<file path="config.mk">
export PLATFORM = sky130hd
export DESIGN_NAME = page_frame_replacement_core
export DESIGN_NICKNAME = d
export VERILOG_FILES = /design/src/sv/pfr_pkg.sv /design/src/sv/page_frame_replacement_core.sv /design/src/sv/pfr_ram.sv
export SDC_FILE = /design/constraint.sdc
export NUM_CORES = 1
export LEC_CHECK = 0
export BUFFER_PORTS_ARGS = -buffer_cell sky130_fd_sc_hd__buf_2
export CORE_MARGIN = 4
export CORE_UTILIZATION = 38
export CTS_CLUSTER_SIZE = 20
export DETAILED_ROUTE_END_ITERATION = 8
export SETUP_SLACK_MARGIN = 0.4
export SLEW_MARGIN = 0
export SYNTH_ARGS = -nofsm -noshare
export SYNTH_HDL_FRONTEND = slang
export SYNTH_SLANG_ARGS = --single-unit
</file>
<file path="constraint.sdc">
create_clock -name i_clk -period 5.2 [get_ports i_clk]
set_input_delay 1.04 -clock i_clk [delete_from_list [all_inputs] [get_ports i_clk]]
set_output_delay 1.04 -clock i_clk [all_outputs]
set_load 0.01 [all_outputs]
</file>
<file path="src/sv/pfr_pkg.sv">
// ----------------------------------------------------------------------------
// pfr_pkg
// Shared types and constants for the page frame replacement core.
// ----------------------------------------------------------------------------
package pfr_pkg;

    localparam int FRAMES = 16;
    localparam int FIDX_W = $clog2(FRAMES);
    localparam int CNT_W  = $clog2(FRAMES + 1);
    localparam int PAGE_W = 10;
    localparam int CMD_W  = 2;
    localparam int APB_AW = 3;
    localparam int APB_DW = 32;

    // register index taken from paddr[2]
    localparam logic REG_POLICY = 1'b0;

    typedef enum logic [CMD_W-1:0] {
        CMD_READ    = 2'd0,
        CMD_WRITE   = 2'd1,
        CMD_RELEASE = 2'd2
    } t_cmd;

    typedef enum logic [3:0] {
        S_IDLE,
        S_LOOK_RD,
        S_LOOK_CMP,
        S_DECIDE,
        S_ORD0_RD,
        S_ORD0_WAIT,
        S_CLOCK,
        S_EVICT_RD,
        S_EVICT_WAIT,
        S_INSTALL,
        S_REM_RD,
        S_REM_CMP,
        S_APPEND,
        S_FIN
    } t_state;

endpackage

</file>
<file path="src/sv/page_frame_replacement_core.sv">
// ----------------------------------------------------------------------------
// page_frame_replacement_core
// Fully associative frame table with LRU or enhanced clock replacement.
// ----------------------------------------------------------------------------
// Steps per beat: an unknown command goes straight to the result; the page lookup walks
//   the filled frames, an LRU update compacts the recency RAM entry by entry, and a
//   clock search steps one frame a cycle.
// Throughput: one beat at a time; the next input is taken the cycle after the result is
//   parked in the output register, which holds the core in its last state while stalled.
// Reset: synchronous, active low; clears flags, counters, hand and policy.
module page_frame_replacement_core (
    input  logic                              i_clk,
    input  logic                              i_rst_n,
    // input channel
    input  logic                              i_in_valid,
    output logic                              o_in_ready,
    input  logic [pfr_pkg::CMD_W-1:0]         i_command,
    input  logic [pfr_pkg::PAGE_W-1:0]        i_page_number,
    // output channel
    output logic                              o_out_valid,
    input  logic                              i_out_ready,
    output logic                              o_hit,
    output logic [pfr_pkg::FIDX_W-1:0]        o_frame_index,
    output logic                              o_evicted_valid,
    output logic [pfr_pkg::PAGE_W-1:0]        o_evicted_page,
    output logic                              o_write_back,
    output logic                              o_released,
    // configuration port
    input  logic                              psel,
    input  logic                              penable,
    input  logic                              pwrite,
    input  logic [pfr_pkg::APB_AW-1:0]        paddr,
    input  logic [pfr_pkg::APB_DW-1:0]        pwdata,
    output logic [pfr_pkg::APB_DW-1:0]        prdata,
    output logic                              pready
);

    localparam int F  = pfr_pkg::FRAMES;
    localparam int FW = pfr_pkg::FIDX_W;
    localparam int CW = pfr_pkg::CNT_W;
    localparam int PW = pfr_pkg::PAGE_W;

    // ------------------------------------------------------------------
    // Configuration: single policy register, written in the access phase
    // ------------------------------------------------------------------
    logic r_policy;

    always_ff @(posedge i_clk) begin
        if (!i_rst_n) begin
            r_policy <= 1'b0;
        end else if (psel && penable && pwrite && (paddr[2] == pfr_pkg::REG_POLICY)) begin
            r_policy <= pwdata[0];
        end
    end

    assign pready = 1'b1;
    assign prdata = (paddr[2] == pfr_pkg::REG_POLICY) ? {{(pfr_pkg::APB_DW-1){1'b0}}, r_policy}
                                                       : '0;

    // ------------------------------------------------------------------
    // State
    // ------------------------------------------------------------------
    pfr_pkg::t_state r_state, n_state;

    // per-frame flags live in flops; page numbers and recency order in RAM
    logic [F-1:0]  r_valid, n_valid;
    logic [F-1:0]  r_use,   n_use;
    logic [F-1:0]  r_mod,   n_mod;
    logic [CW-1:0] r_fill,  n_fill;
    logic [CW-1:0] r_len,   n_len;
    logic [FW-1:0] r_hand,  n_hand;

    // working registers for the beat in flight
    logic [pfr_pkg::CMD_W-1:0] r_cmd,  n_cmd;
    logic [PW-1:0]             r_page, n_page;
    logic [CW-1:0]             r_i,    n_i;
    logic [CW-1:0]             r_j,    n_j;
    logic [FW-1:0]             r_f,    n_f;
    logic                      r_found, n_found;
    logic                      r_fresh, n_fresh;
    logic                      r_append, n_append;
    logic                      r_phase, n_phase;
    logic [1:0]                r_round, n_round;
    logic [FW-1:0]             r_step,  n_step;

    // result being built
    logic          r_hit, n_hit;
    logic          r_ev,  n_ev;
    logic [PW-1:0] r_evp, n_evp;
    logic          r_wb,  n_wb;
    logic          r_rel, n_rel;

    // output register
    logic          r_ov;
    logic          r_o_hit, r_o_ev, r_o_wb, r_o_rel;
    logic [FW-1:0] r_o_fidx;
    logic [PW-1:0] r_o_evp;

    // RAM ports
    logic          pg_we;
    logic [FW-1:0] pg_raddr;
    logic [PW-1:0] pg_rdata;
    logic          od_we;
    logic [FW-1:0] od_waddr;
    logic [FW-1:0] od_wdata;
    logic [FW-1:0] od_raddr;
    logic [FW-1:0] od_rdata;

    pfr_ram #(.WIDTH(PW), .DEPTH(F)) u_page_ram (
        .i_clk   (i_clk),
        .i_we    (pg_we),
        .i_waddr (r_f),
        .i_wdata (r_page),
        .i_raddr (pg_raddr),
        .o_rdata (pg_rdata)
    );

    pfr_ram #(.WIDTH(FW), .DEPTH(F)) u_order_ram (
        .i_clk   (i_clk),
        .i_we    (od_we),
        .i_waddr (od_waddr),
        .i_wdata (od_wdata),
        .i_raddr (od_raddr),
        .o_rdata (od_rdata)
    );

    // ------------------------------------------------------------------
    // Highest released (invalid) frame, used once the table is full
    // ------------------------------------------------------------------
    logic          freed_any;
    logic [FW-1:0] freed_idx;

    always_comb begin
        freed_any = 1'b0;
        freed_idx = '0;
        for (int k = 0; k < F; k++) begin
            if (!r_valid[k]) begin
                freed_any = 1'b1;
                freed_idx = FW'(k);
            end
        end
    end

    // hand advance with wrap at the last frame
    logic [FW-1:0] hand_inc;
    assign hand_inc = (r_hand == FW'(F - 1)) ? '0 : r_hand + 1'b1;

    logic in_beat;
    logic out_load;
    logic look_match;
    logic is_write;

    assign in_beat    = i_in_valid && o_in_ready;
    assign out_load   = (r_state == pfr_pkg::S_FIN) && (!r_ov || i_out_ready);
    assign look_match = r_valid[r_i[FW-1:0]] && (pg_rdata == r_page);
    assign is_write   = (r_cmd == pfr_pkg::CMD_WRITE);

    // ------------------------------------------------------------------
    // Next state
    // ------------------------------------------------------------------
    always_comb begin
        n_state = r_state;
        unique case (r_state)
            pfr_pkg::S_IDLE: begin
                if (in_beat) begin
                    if (i_command == pfr_pkg::CMD_READ || i_command == pfr_pkg::CMD_WRITE ||
                        i_command == pfr_pkg::CMD_RELEASE) begin
                        n_state = pfr_pkg::S_LOOK_RD;
                    end else begin
                        n_state = pfr_pkg::S_FIN;
                    end
                end
            end
            pfr_pkg::S_LOOK_RD: begin
                n_state = (r_i == r_fill) ? pfr_pkg::S_DECIDE : pfr_pkg::S_LOOK_CMP;
            end
            pfr_pkg::S_LOOK_CMP: begin
                n_state = look_match ? pfr_pkg::S_DECIDE : pfr_pkg::S_LOOK_RD;
            end
            pfr_pkg::S_DECIDE: begin
                priority if (r_cmd == pfr_pkg::CMD_RELEASE) begin
                    n_state = r_found ? pfr_pkg::S_REM_RD : pfr_pkg::S_FIN;
                end else if (r_found) begin
                    n_state = r_policy ? pfr_pkg::S_FIN : pfr_pkg::S_REM_RD;
                end else if (r_fill != CW'(F) || freed_any) begin
                    n_state = pfr_pkg::S_INSTALL;
                end else if (r_policy) begin
                    n_state = pfr_pkg::S_CLOCK;
                end else if (r_len != '0) begin
                    n_state = pfr_pkg::S_ORD0_RD;
                end else begin
                    n_state = pfr_pkg::S_EVICT_RD;
                end
            end
            pfr_pkg::S_ORD0_RD:   n_state = pfr_pkg::S_ORD0_WAIT;
            pfr_pkg::S_ORD0_WAIT: n_state = pfr_pkg::S_EVICT_RD;
            pfr_pkg::S_CLOCK: begin
                if (!r_phase) begin
                    if (!r_use[r_hand] && !r_mod[r_hand]) n_state = pfr_pkg::S_EVICT_RD;
                end else begin
                    if (!r_use[r_hand]) begin
                        n_state = pfr_pkg::S_EVICT_RD;
                    end else if (r_step == FW'(F - 1) && r_round == 2'd3) begin
                        n_state = pfr_pkg::S_EVICT_RD;
                    end
                end
            end
            pfr_pkg::S_EVICT_RD:   n_state = pfr_pkg::S_EVICT_WAIT;
            pfr_pkg::S_EVICT_WAIT: n_state = pfr_pkg::S_INSTALL;
            pfr_pkg::S_INSTALL: begin
                n_state = r_policy ? pfr_pkg::S_FIN : pfr_pkg::S_REM_RD;
            end
            pfr_pkg::S_REM_RD: begin
                if (r_i == r_len) begin
                    n_state = r_append ? pfr_pkg::S_APPEND : pfr_pkg::S_FIN;
                end else begin
                    n_state = pfr_pkg::S_REM_CMP;
                end
            end
            pfr_pkg::S_REM_CMP: n_state = pfr_pkg::S_REM_RD;
            pfr_pkg::S_APPEND:  n_state = pfr_pkg::S_FIN;
            pfr_pkg::S_FIN: begin
                if (out_load) n_state = pfr_pkg::S_IDLE;
            end
            default: n_state = pfr_pkg::S_IDLE;
        endcase
    end

    // ------------------------------------------------------------------
    // Datapath and RAM controls
    // ------------------------------------------------------------------
    always_comb begin
        n_valid  = r_valid;
        n_use    = r_use;
        n_mod    = r_mod;
        n_fill   = r_fill;
        n_len    = r_len;
        n_hand   = r_hand;
        n_cmd    = r_cmd;
        n_page   = r_page;
        n_i      = r_i;
        n_j      = r_j;
        n_f      = r_f;
        n_found  = r_found;
        n_fresh  = r_fresh;
        n_append = r_append;
        n_phase  = r_phase;
        n_round  = r_round;
        n_step   = r_step;
        n_hit    = r_hit;
        n_ev     = r_ev;
        n_evp    = r_evp;
        n_wb     = r_wb;
        n_rel    = r_rel;
        pg_we    = 1'b0;
        pg_raddr = r_i[FW-1:0];
        od_we    = 1'b0;
        od_waddr = r_j[FW-1:0];
        od_wdata = od_rdata;
        od_raddr = r_i[FW-1:0];

        unique case (r_state)
            pfr_pkg::S_IDLE: begin
                if (in_beat) begin
                    // latch the beat and clear the result
                    n_cmd    = i_command;
                    n_page   = i_page_number;
                    n_i      = '0;
                    n_f      = '0;
                    n_found  = 1'b0;
                    n_fresh  = 1'b0;
                    n_append = 1'b0;
                    n_hit    = 1'b0;
                    n_ev     = 1'b0;
                    n_evp    = '0;
                    n_wb     = 1'b0;
                    n_rel    = 1'b0;
                end
            end
            pfr_pkg::S_LOOK_RD: begin
                pg_raddr = r_i[FW-1:0];
            end
            pfr_pkg::S_LOOK_CMP: begin
                if (look_match) begin
                    n_found = 1'b1;
                    n_f     = r_i[FW-1:0];
                end else begin
                    n_i = r_i + 1'b1;
                end
            end
            pfr_pkg::S_DECIDE: begin
                n_i     = '0;
                n_j     = '0;
                n_phase = 1'b0;
                n_round = '0;
                n_step  = '0;
                priority if (r_cmd == pfr_pkg::CMD_RELEASE) begin
                    if (r_found) begin
                        n_valid[r_f] = 1'b0;
                        n_use[r_f]   = 1'b0;
                        n_mod[r_f]   = 1'b0;
                        n_rel        = 1'b1;
                        n_append     = 1'b0;
                    end
                end else if (r_found) begin
                    n_hit    = 1'b1;
                    n_append = 1'b1;
                    if (r_policy) n_use[r_f] = 1'b1;
                    if (is_write) n_mod[r_f] = 1'b1;
                end else if (r_fill != CW'(F)) begin
                    // never-filled frame
                    n_f     = r_fill[FW-1:0];
                    n_fill  = r_fill + 1'b1;
                    n_fresh = 1'b1;
                end else if (freed_any) begin
                    n_f = freed_idx;
                end else if (!r_policy && r_len == '0) begin
                    n_f = '0;
                end
            end
            pfr_pkg::S_ORD0_RD: begin
                od_raddr = '0;
            end
            pfr_pkg::S_ORD0_WAIT: begin
                n_f = od_rdata;
            end
            pfr_pkg::S_CLOCK: begin
                // one frame a step: phase 0 wants use 0 and clean, phase 1 use 0
                n_f = r_hand;
                if (!r_phase) begin
                    if (r_use[r_hand] || r_mod[r_hand]) begin
                        n_hand = hand_inc;
                        n_step = r_step + 1'b1;
                        if (r_step == FW'(F - 1)) n_phase = 1'b1;
                    end
                end else begin
                    if (r_use[r_hand]) begin
                        n_use[r_hand] = 1'b0;
                        n_hand        = hand_inc;
                        n_step        = r_step + 1'b1;
                        n_f           = hand_inc;
                        if (r_step == FW'(F - 1)) begin
                            n_phase = 1'b0;
                            n_round = r_round + 1'b1;
                        end
                    end
                end
            end
            pfr_pkg::S_EVICT_RD: begin
                pg_raddr = r_f;
            end
            pfr_pkg::S_EVICT_WAIT: begin
                n_ev  = 1'b1;
                n_evp = pg_rdata;
                n_wb  = r_mod[r_f];
            end
            pfr_pkg::S_INSTALL: begin
                pg_we        = 1'b1;
                n_valid[r_f] = 1'b1;
                n_use[r_f]   = r_policy || !r_fresh;
                n_mod[r_f]   = is_write;
                n_append     = 1'b1;
                if (r_policy) n_hand = hand_inc;
            end
            pfr_pkg::S_REM_RD: begin
                od_raddr = r_i[FW-1:0];
                if (r_i == r_len) n_len = r_j;
            end
            pfr_pkg::S_REM_CMP: begin
                // compact in place: keep every entry other than this frame
                if (od_rdata != r_f) begin
                    od_we    = 1'b1;
                    od_waddr = r_j[FW-1:0];
                    od_wdata = od_rdata;
                    n_j      = r_j + 1'b1;
                end
                n_i = r_i + 1'b1;
            end
            pfr_pkg::S_APPEND: begin
                if (r_len != CW'(F)) begin
                    od_we    = 1'b1;
                    od_waddr = r_len[FW-1:0];
                    od_wdata = r_f;
                    n_len    = r_len + 1'b1;
                end
            end
            pfr_pkg::S_FIN: begin
            end
            default: begin
            end
        endcase
    end

    // ------------------------------------------------------------------
    // Registers
    // ------------------------------------------------------------------
    always_ff @(posedge i_clk) begin
        if (!i_rst_n) begin
            r_state <= pfr_pkg::S_IDLE;
            r_valid <= '0;
            r_use   <= '0;
            r_mod   <= '0;
            r_fill  <= '0;
            r_len   <= '0;
            r_hand  <= '0;
            r_ov    <= 1'b0;
        end else begin
            r_state <= n_state;
            r_valid <= n_valid;
            r_use   <= n_use;
            r_mod   <= n_mod;
            r_fill  <= n_fill;
            r_len   <= n_len;
            r_hand  <= n_hand;
            if (out_load) begin
                r_ov <= 1'b1;
            end else if (i_out_ready) begin
                r_ov <= 1'b0;
            end
        end
    end

    always_ff @(posedge i_clk) begin
        r_cmd    <= n_cmd;
        r_page   <= n_page;
        r_i      <= n_i;
        r_j      <= n_j;
        r_f      <= n_f;
        r_found  <= n_found;
        r_fresh  <= n_fresh;
        r_append <= n_append;
        r_phase  <= n_phase;
        r_round  <= n_round;
        r_step   <= n_step;
        r_hit    <= n_hit;
        r_ev     <= n_ev;
        r_evp    <= n_evp;
        r_wb     <= n_wb;
        r_rel    <= n_rel;
        if (out_load) begin
            r_o_hit  <= r_hit;
            r_o_fidx <= r_f;
            r_o_ev   <= r_ev;
            r_o_evp  <= r_evp;
            r_o_wb   <= r_wb;
            r_o_rel  <= r_rel;
        end
    end

    // ------------------------------------------------------------------
    // Outputs
    // ------------------------------------------------------------------
    assign o_in_ready      = (r_state == pfr_pkg::S_IDLE);
    assign o_out_valid     = r_ov;
    assign o_hit           = r_o_hit;
    assign o_frame_index   = r_o_fidx;
    assign o_evicted_valid = r_o_ev;
    assign o_evicted_page  = r_o_evp;
    assign o_write_back    = r_o_wb;
    assign o_released      = r_o_rel;

endmodule

</file>
<file path="src/sv/pfr_ram.sv">
// ----------------------------------------------------------------------------
// pfr_ram
// Generic simple dual-port RAM, one write port, one registered read port.
// ----------------------------------------------------------------------------
module pfr_ram #(
    parameter int WIDTH = 8,
    parameter int DEPTH = 16
) (
    input  logic                     i_clk,
    input  logic                     i_we,
    input  logic [$clog2(DEPTH)-1:0] i_waddr,
    input  logic [WIDTH-1:0]         i_wdata,
    input  logic [$clog2(DEPTH)-1:0] i_raddr,
    output logic [WIDTH-1:0]         o_rdata
);

    logic [WIDTH-1:0] r_mem [DEPTH];
    logic [WIDTH-1:0] r_rdata;

    always_ff @(posedge i_clk) begin
        if (i_we) begin
            r_mem[i_waddr] <= i_wdata;
        end
        r_rdata <= r_mem[i_raddr];
    end

    assign o_rdata = r_rdata;

endmodule

</file>
==> flow_summary.ini <==
[global_route]
grt_pass1_vias = 11400
grt_pass1_wl_um = 66200
overflow = 0
grt_usage = 0.167
grt_antenna_before_repair = 0
use_met3 = 0.0254
grtUsageMet1 = 0.231
grt_max_degree = 81
met2_usage = 0.272
grt_most_used_layer = met2

[synth]
synth_top_family_by_area = compound AO/OA/AOI/OAI gates
yosys.area_share.simple = 0.104
synth_warnings = 0
ys.flop_type = edfxtp_1
synthXorXnorAreaFrac = 0.0184
synth_area_mm2 = 0.0176
synth_seq_area_share = 0.591
syn_area_per_cell_um2 = 11.9
yosys.cell_types.count = 69
synthArstFlopShare = 0
synth_seq_cells = 374
synth_cells = 1481
muxShareOfSynthArea = 0.108
synth_compound_area_frac = 0.121
synth_edf_count = 292
synth_adder_area_share = 0.00994

[place]
dpl.cell_count = 2041
dpl.hpwl_um = 28400
port_buffers = 41
routabilityCongestion = 0.852

[timing]
fin_crit_sh = 0.659
hold_viol = 0
worst_pin_slew_ns = 1.15
finalClockSkew_ns = 0.0174
hold_ws_ns = 0.418
tns_ns = 0
fmax_mhz = 292
rsz0062_at_grt = no
min_period_ns = 3.43
drv_slew = 0
maxSlewHeadroom = 0.222
finalSetupViolations = 0

[clock_network]
insertion_delay_ns = 0.56
cts_resized = 0
cts_root_buf = clkbuf_16
ctsHtreeMaxLevel = 2
clock_sinks = 374
holdBufCountCts = 0
cts_buffers = 41
clockBufferDepth = 3
clkTransAtPathRegs_ns = 0.06
cts_tree = done
cts_setup_buffers = 0

[route]
dr.first_iter.drc_count = 1132
wl_um = 42900
wl_per_cell_um = 20.3
ant_nets = 0
viasPerCell = 5.57
num_vias = 11800
dr.pass1.iters = 6
drc = 0

[worst_setup_path]
reg2reg_slack_ns = 1.77
crit_chain = mux4_2 -> mux4_2 -> and2_1 -> o21ai_4 -> a21oi_1 -> o221a_1
critPathLaunchType = flop
timing.critical_path.mode_cell = mux4_2
required_ns = 5.64
crit_fanout = 32
end_kind = flop
reg2reg_from = r_hand[2]
cp-startpoint = r_hand[2]
crit_slowest_cell = dfxtp_1
critPathMaxStageDelay_ns = 0.93
cp.arrival_ns = 3.87
r2r_cells = 6
critical_path_class = flop to flop

[die]
dieArea_mm2 = 0.0499
row_count = 78
initial_utilization = 0.387
pin_count = 107
die_w_um = 223
core-area_mm2 = 0.0456
die_y_um = 223

[run_status]
status = finished clean

[finish]
areaGrowthSynthToFinish_pct = 11.2
fillers = 4235
instances_no_fill = 2116
num_antenna_cells = 0
fin_nets = 1552
drive_above_1_share = 0.109

[min_path]
min_path_type = flop to flop

[power_and_ir_drop]
vdd_drop_max_mv = 0.258
p_per_area_mw_per_mm2 = 482
power.leakage_nw = 7.02

[run]
max-cap-violations = 0
[worst min path at each step]
stage / start / endpoint / slack, ns / cells past startpoint
3_5_place_dp: r_evp[5] / o_evicted_page[5] / 0.40 / 0
2_1_floorplan: r_evp[0] / o_evicted_page[0] / 0.40 / 0
4_1_cts: r_ev / o_evicted_valid / 0.42 / 0
6_report: r_evp[5] / o_evicted_page[5] / 0.42 / 0
3_3_place_gp: r_evp[4] / o_evicted_page[4] / 0.40 / 0
5_1_grt: r_evp[1] / o_evicted_page[1] / 0.42 / 0
[power by group]
part	leakage [nW]	switching, mW	internal, mW
Sequential	3.33	0.395	3.65
Combinational	3.03	1.57	0.922
Clock	0.661	1.18	1.73
Total	7.02	3.14	6.30
[layer usage]
layer  up-vias  routed length, um  part of all wire
li1       5495                  -                 -
met1      5876              19300              0.45
met2       342              20400              0.48
met3        74               2070             0.048
met4         0               1060             0.025
met5         -                  0                 0
[metrics by stage]
stage / area (um2) / util / power [mW] / worst slack [ns]
after floorplan: 17700 / - / 5.82 / 2.37
after global placement: 18200 / 0.400 / 6.54 / 1.87
after detailed placement: 18200 / 0.400 / 6.59 / 1.82
after CTS: 19600 / 0.430 / 9.51 / 1.81
after global routing: 19600 / 0.430 / 9.89 / 1.61
final: 19600 / 0.430 / 9.44 / 1.77
[cell usage in the layout (no fill, tap or decap), drive strengths merged, types with 16 or more instances in the layout]
cell    Yosys  routed
nor3       16      16
nor2      109     109
mux4       16      16
clkbuf     73      60
a21oi      96      96
conb        2      32
nand2     115     115
dfxtp      82      82
buf        61      64
xor2       22      22
nand3      40      40
o21ai      76      76
inv        42      43
and3       18      18
mux2i     123     123
nor2b      19      19
edfxtp    292     292
a31oi      16      16
mux2       27      27
o211ai     31      31
[cells in the mapped netlist (13+ instances only)]
library cell  number  area share
nand3_1           40       0.011
xnor2_1           15      0.0075
xor2_1            22       0.011
edfxtp_1         292        0.50
o21ai_0           49       0.014
buf_4             37       0.016
mux2i_1          123       0.070
clkbuf_1          73       0.016
dfxtp_1           82       0.093
inv_1             40      0.0085
nand2_1          115       0.024
mux2_2            14      0.0089
mux2_1            13      0.0083
ha_1              14      0.0099
nor2b_1           19      0.0067
a31oi_1           16      0.0057
a21oi_1           96       0.027
nor2_1           109       0.023
and3_1            18      0.0064
o21ai_1           26      0.0074
nor3_1            16      0.0045
mux4_2            16       0.020
o221a_1           13      0.0083
o211ai_1          31       0.013
[layout make-up]
type,count,area [um2],share of cell area
multi-input cells,960,6530,0.333
repair buffers,64,390,0.0199
well taps,600,751,0.0383
flip-flops and latches,374,10400,0.531
clock buffers,60,1180,0.0602
inverters,43,161,0.00824
clock inverters,15,173,0.00881
[logic make-up (layout without fill, tap and decap cells)]
kind of cell,count (synthesis),after routing
adders and majority gates,14,14
and+or+nand+nor,383,383
AOI/OAI and AO/OA,328,328
other,2,32
muxes,166,166
DFF,374,374
buffers and inverters,177,182
xor gates and xnor gates,37,37
[worst max-delay path: cells and delay by family (launching register included)]
| kind | cells | cell delay [ns] |
|---|---|---|
| and+or+nand+nor | 1 | 0.31 |
| AOI/OAI and AO/OA | 3 | 1.07 |
| muxes | 2 | 0.99 |
| DFF | 1 | 0.93 |
Note: power is estimated with default switching activity, not from simulation.
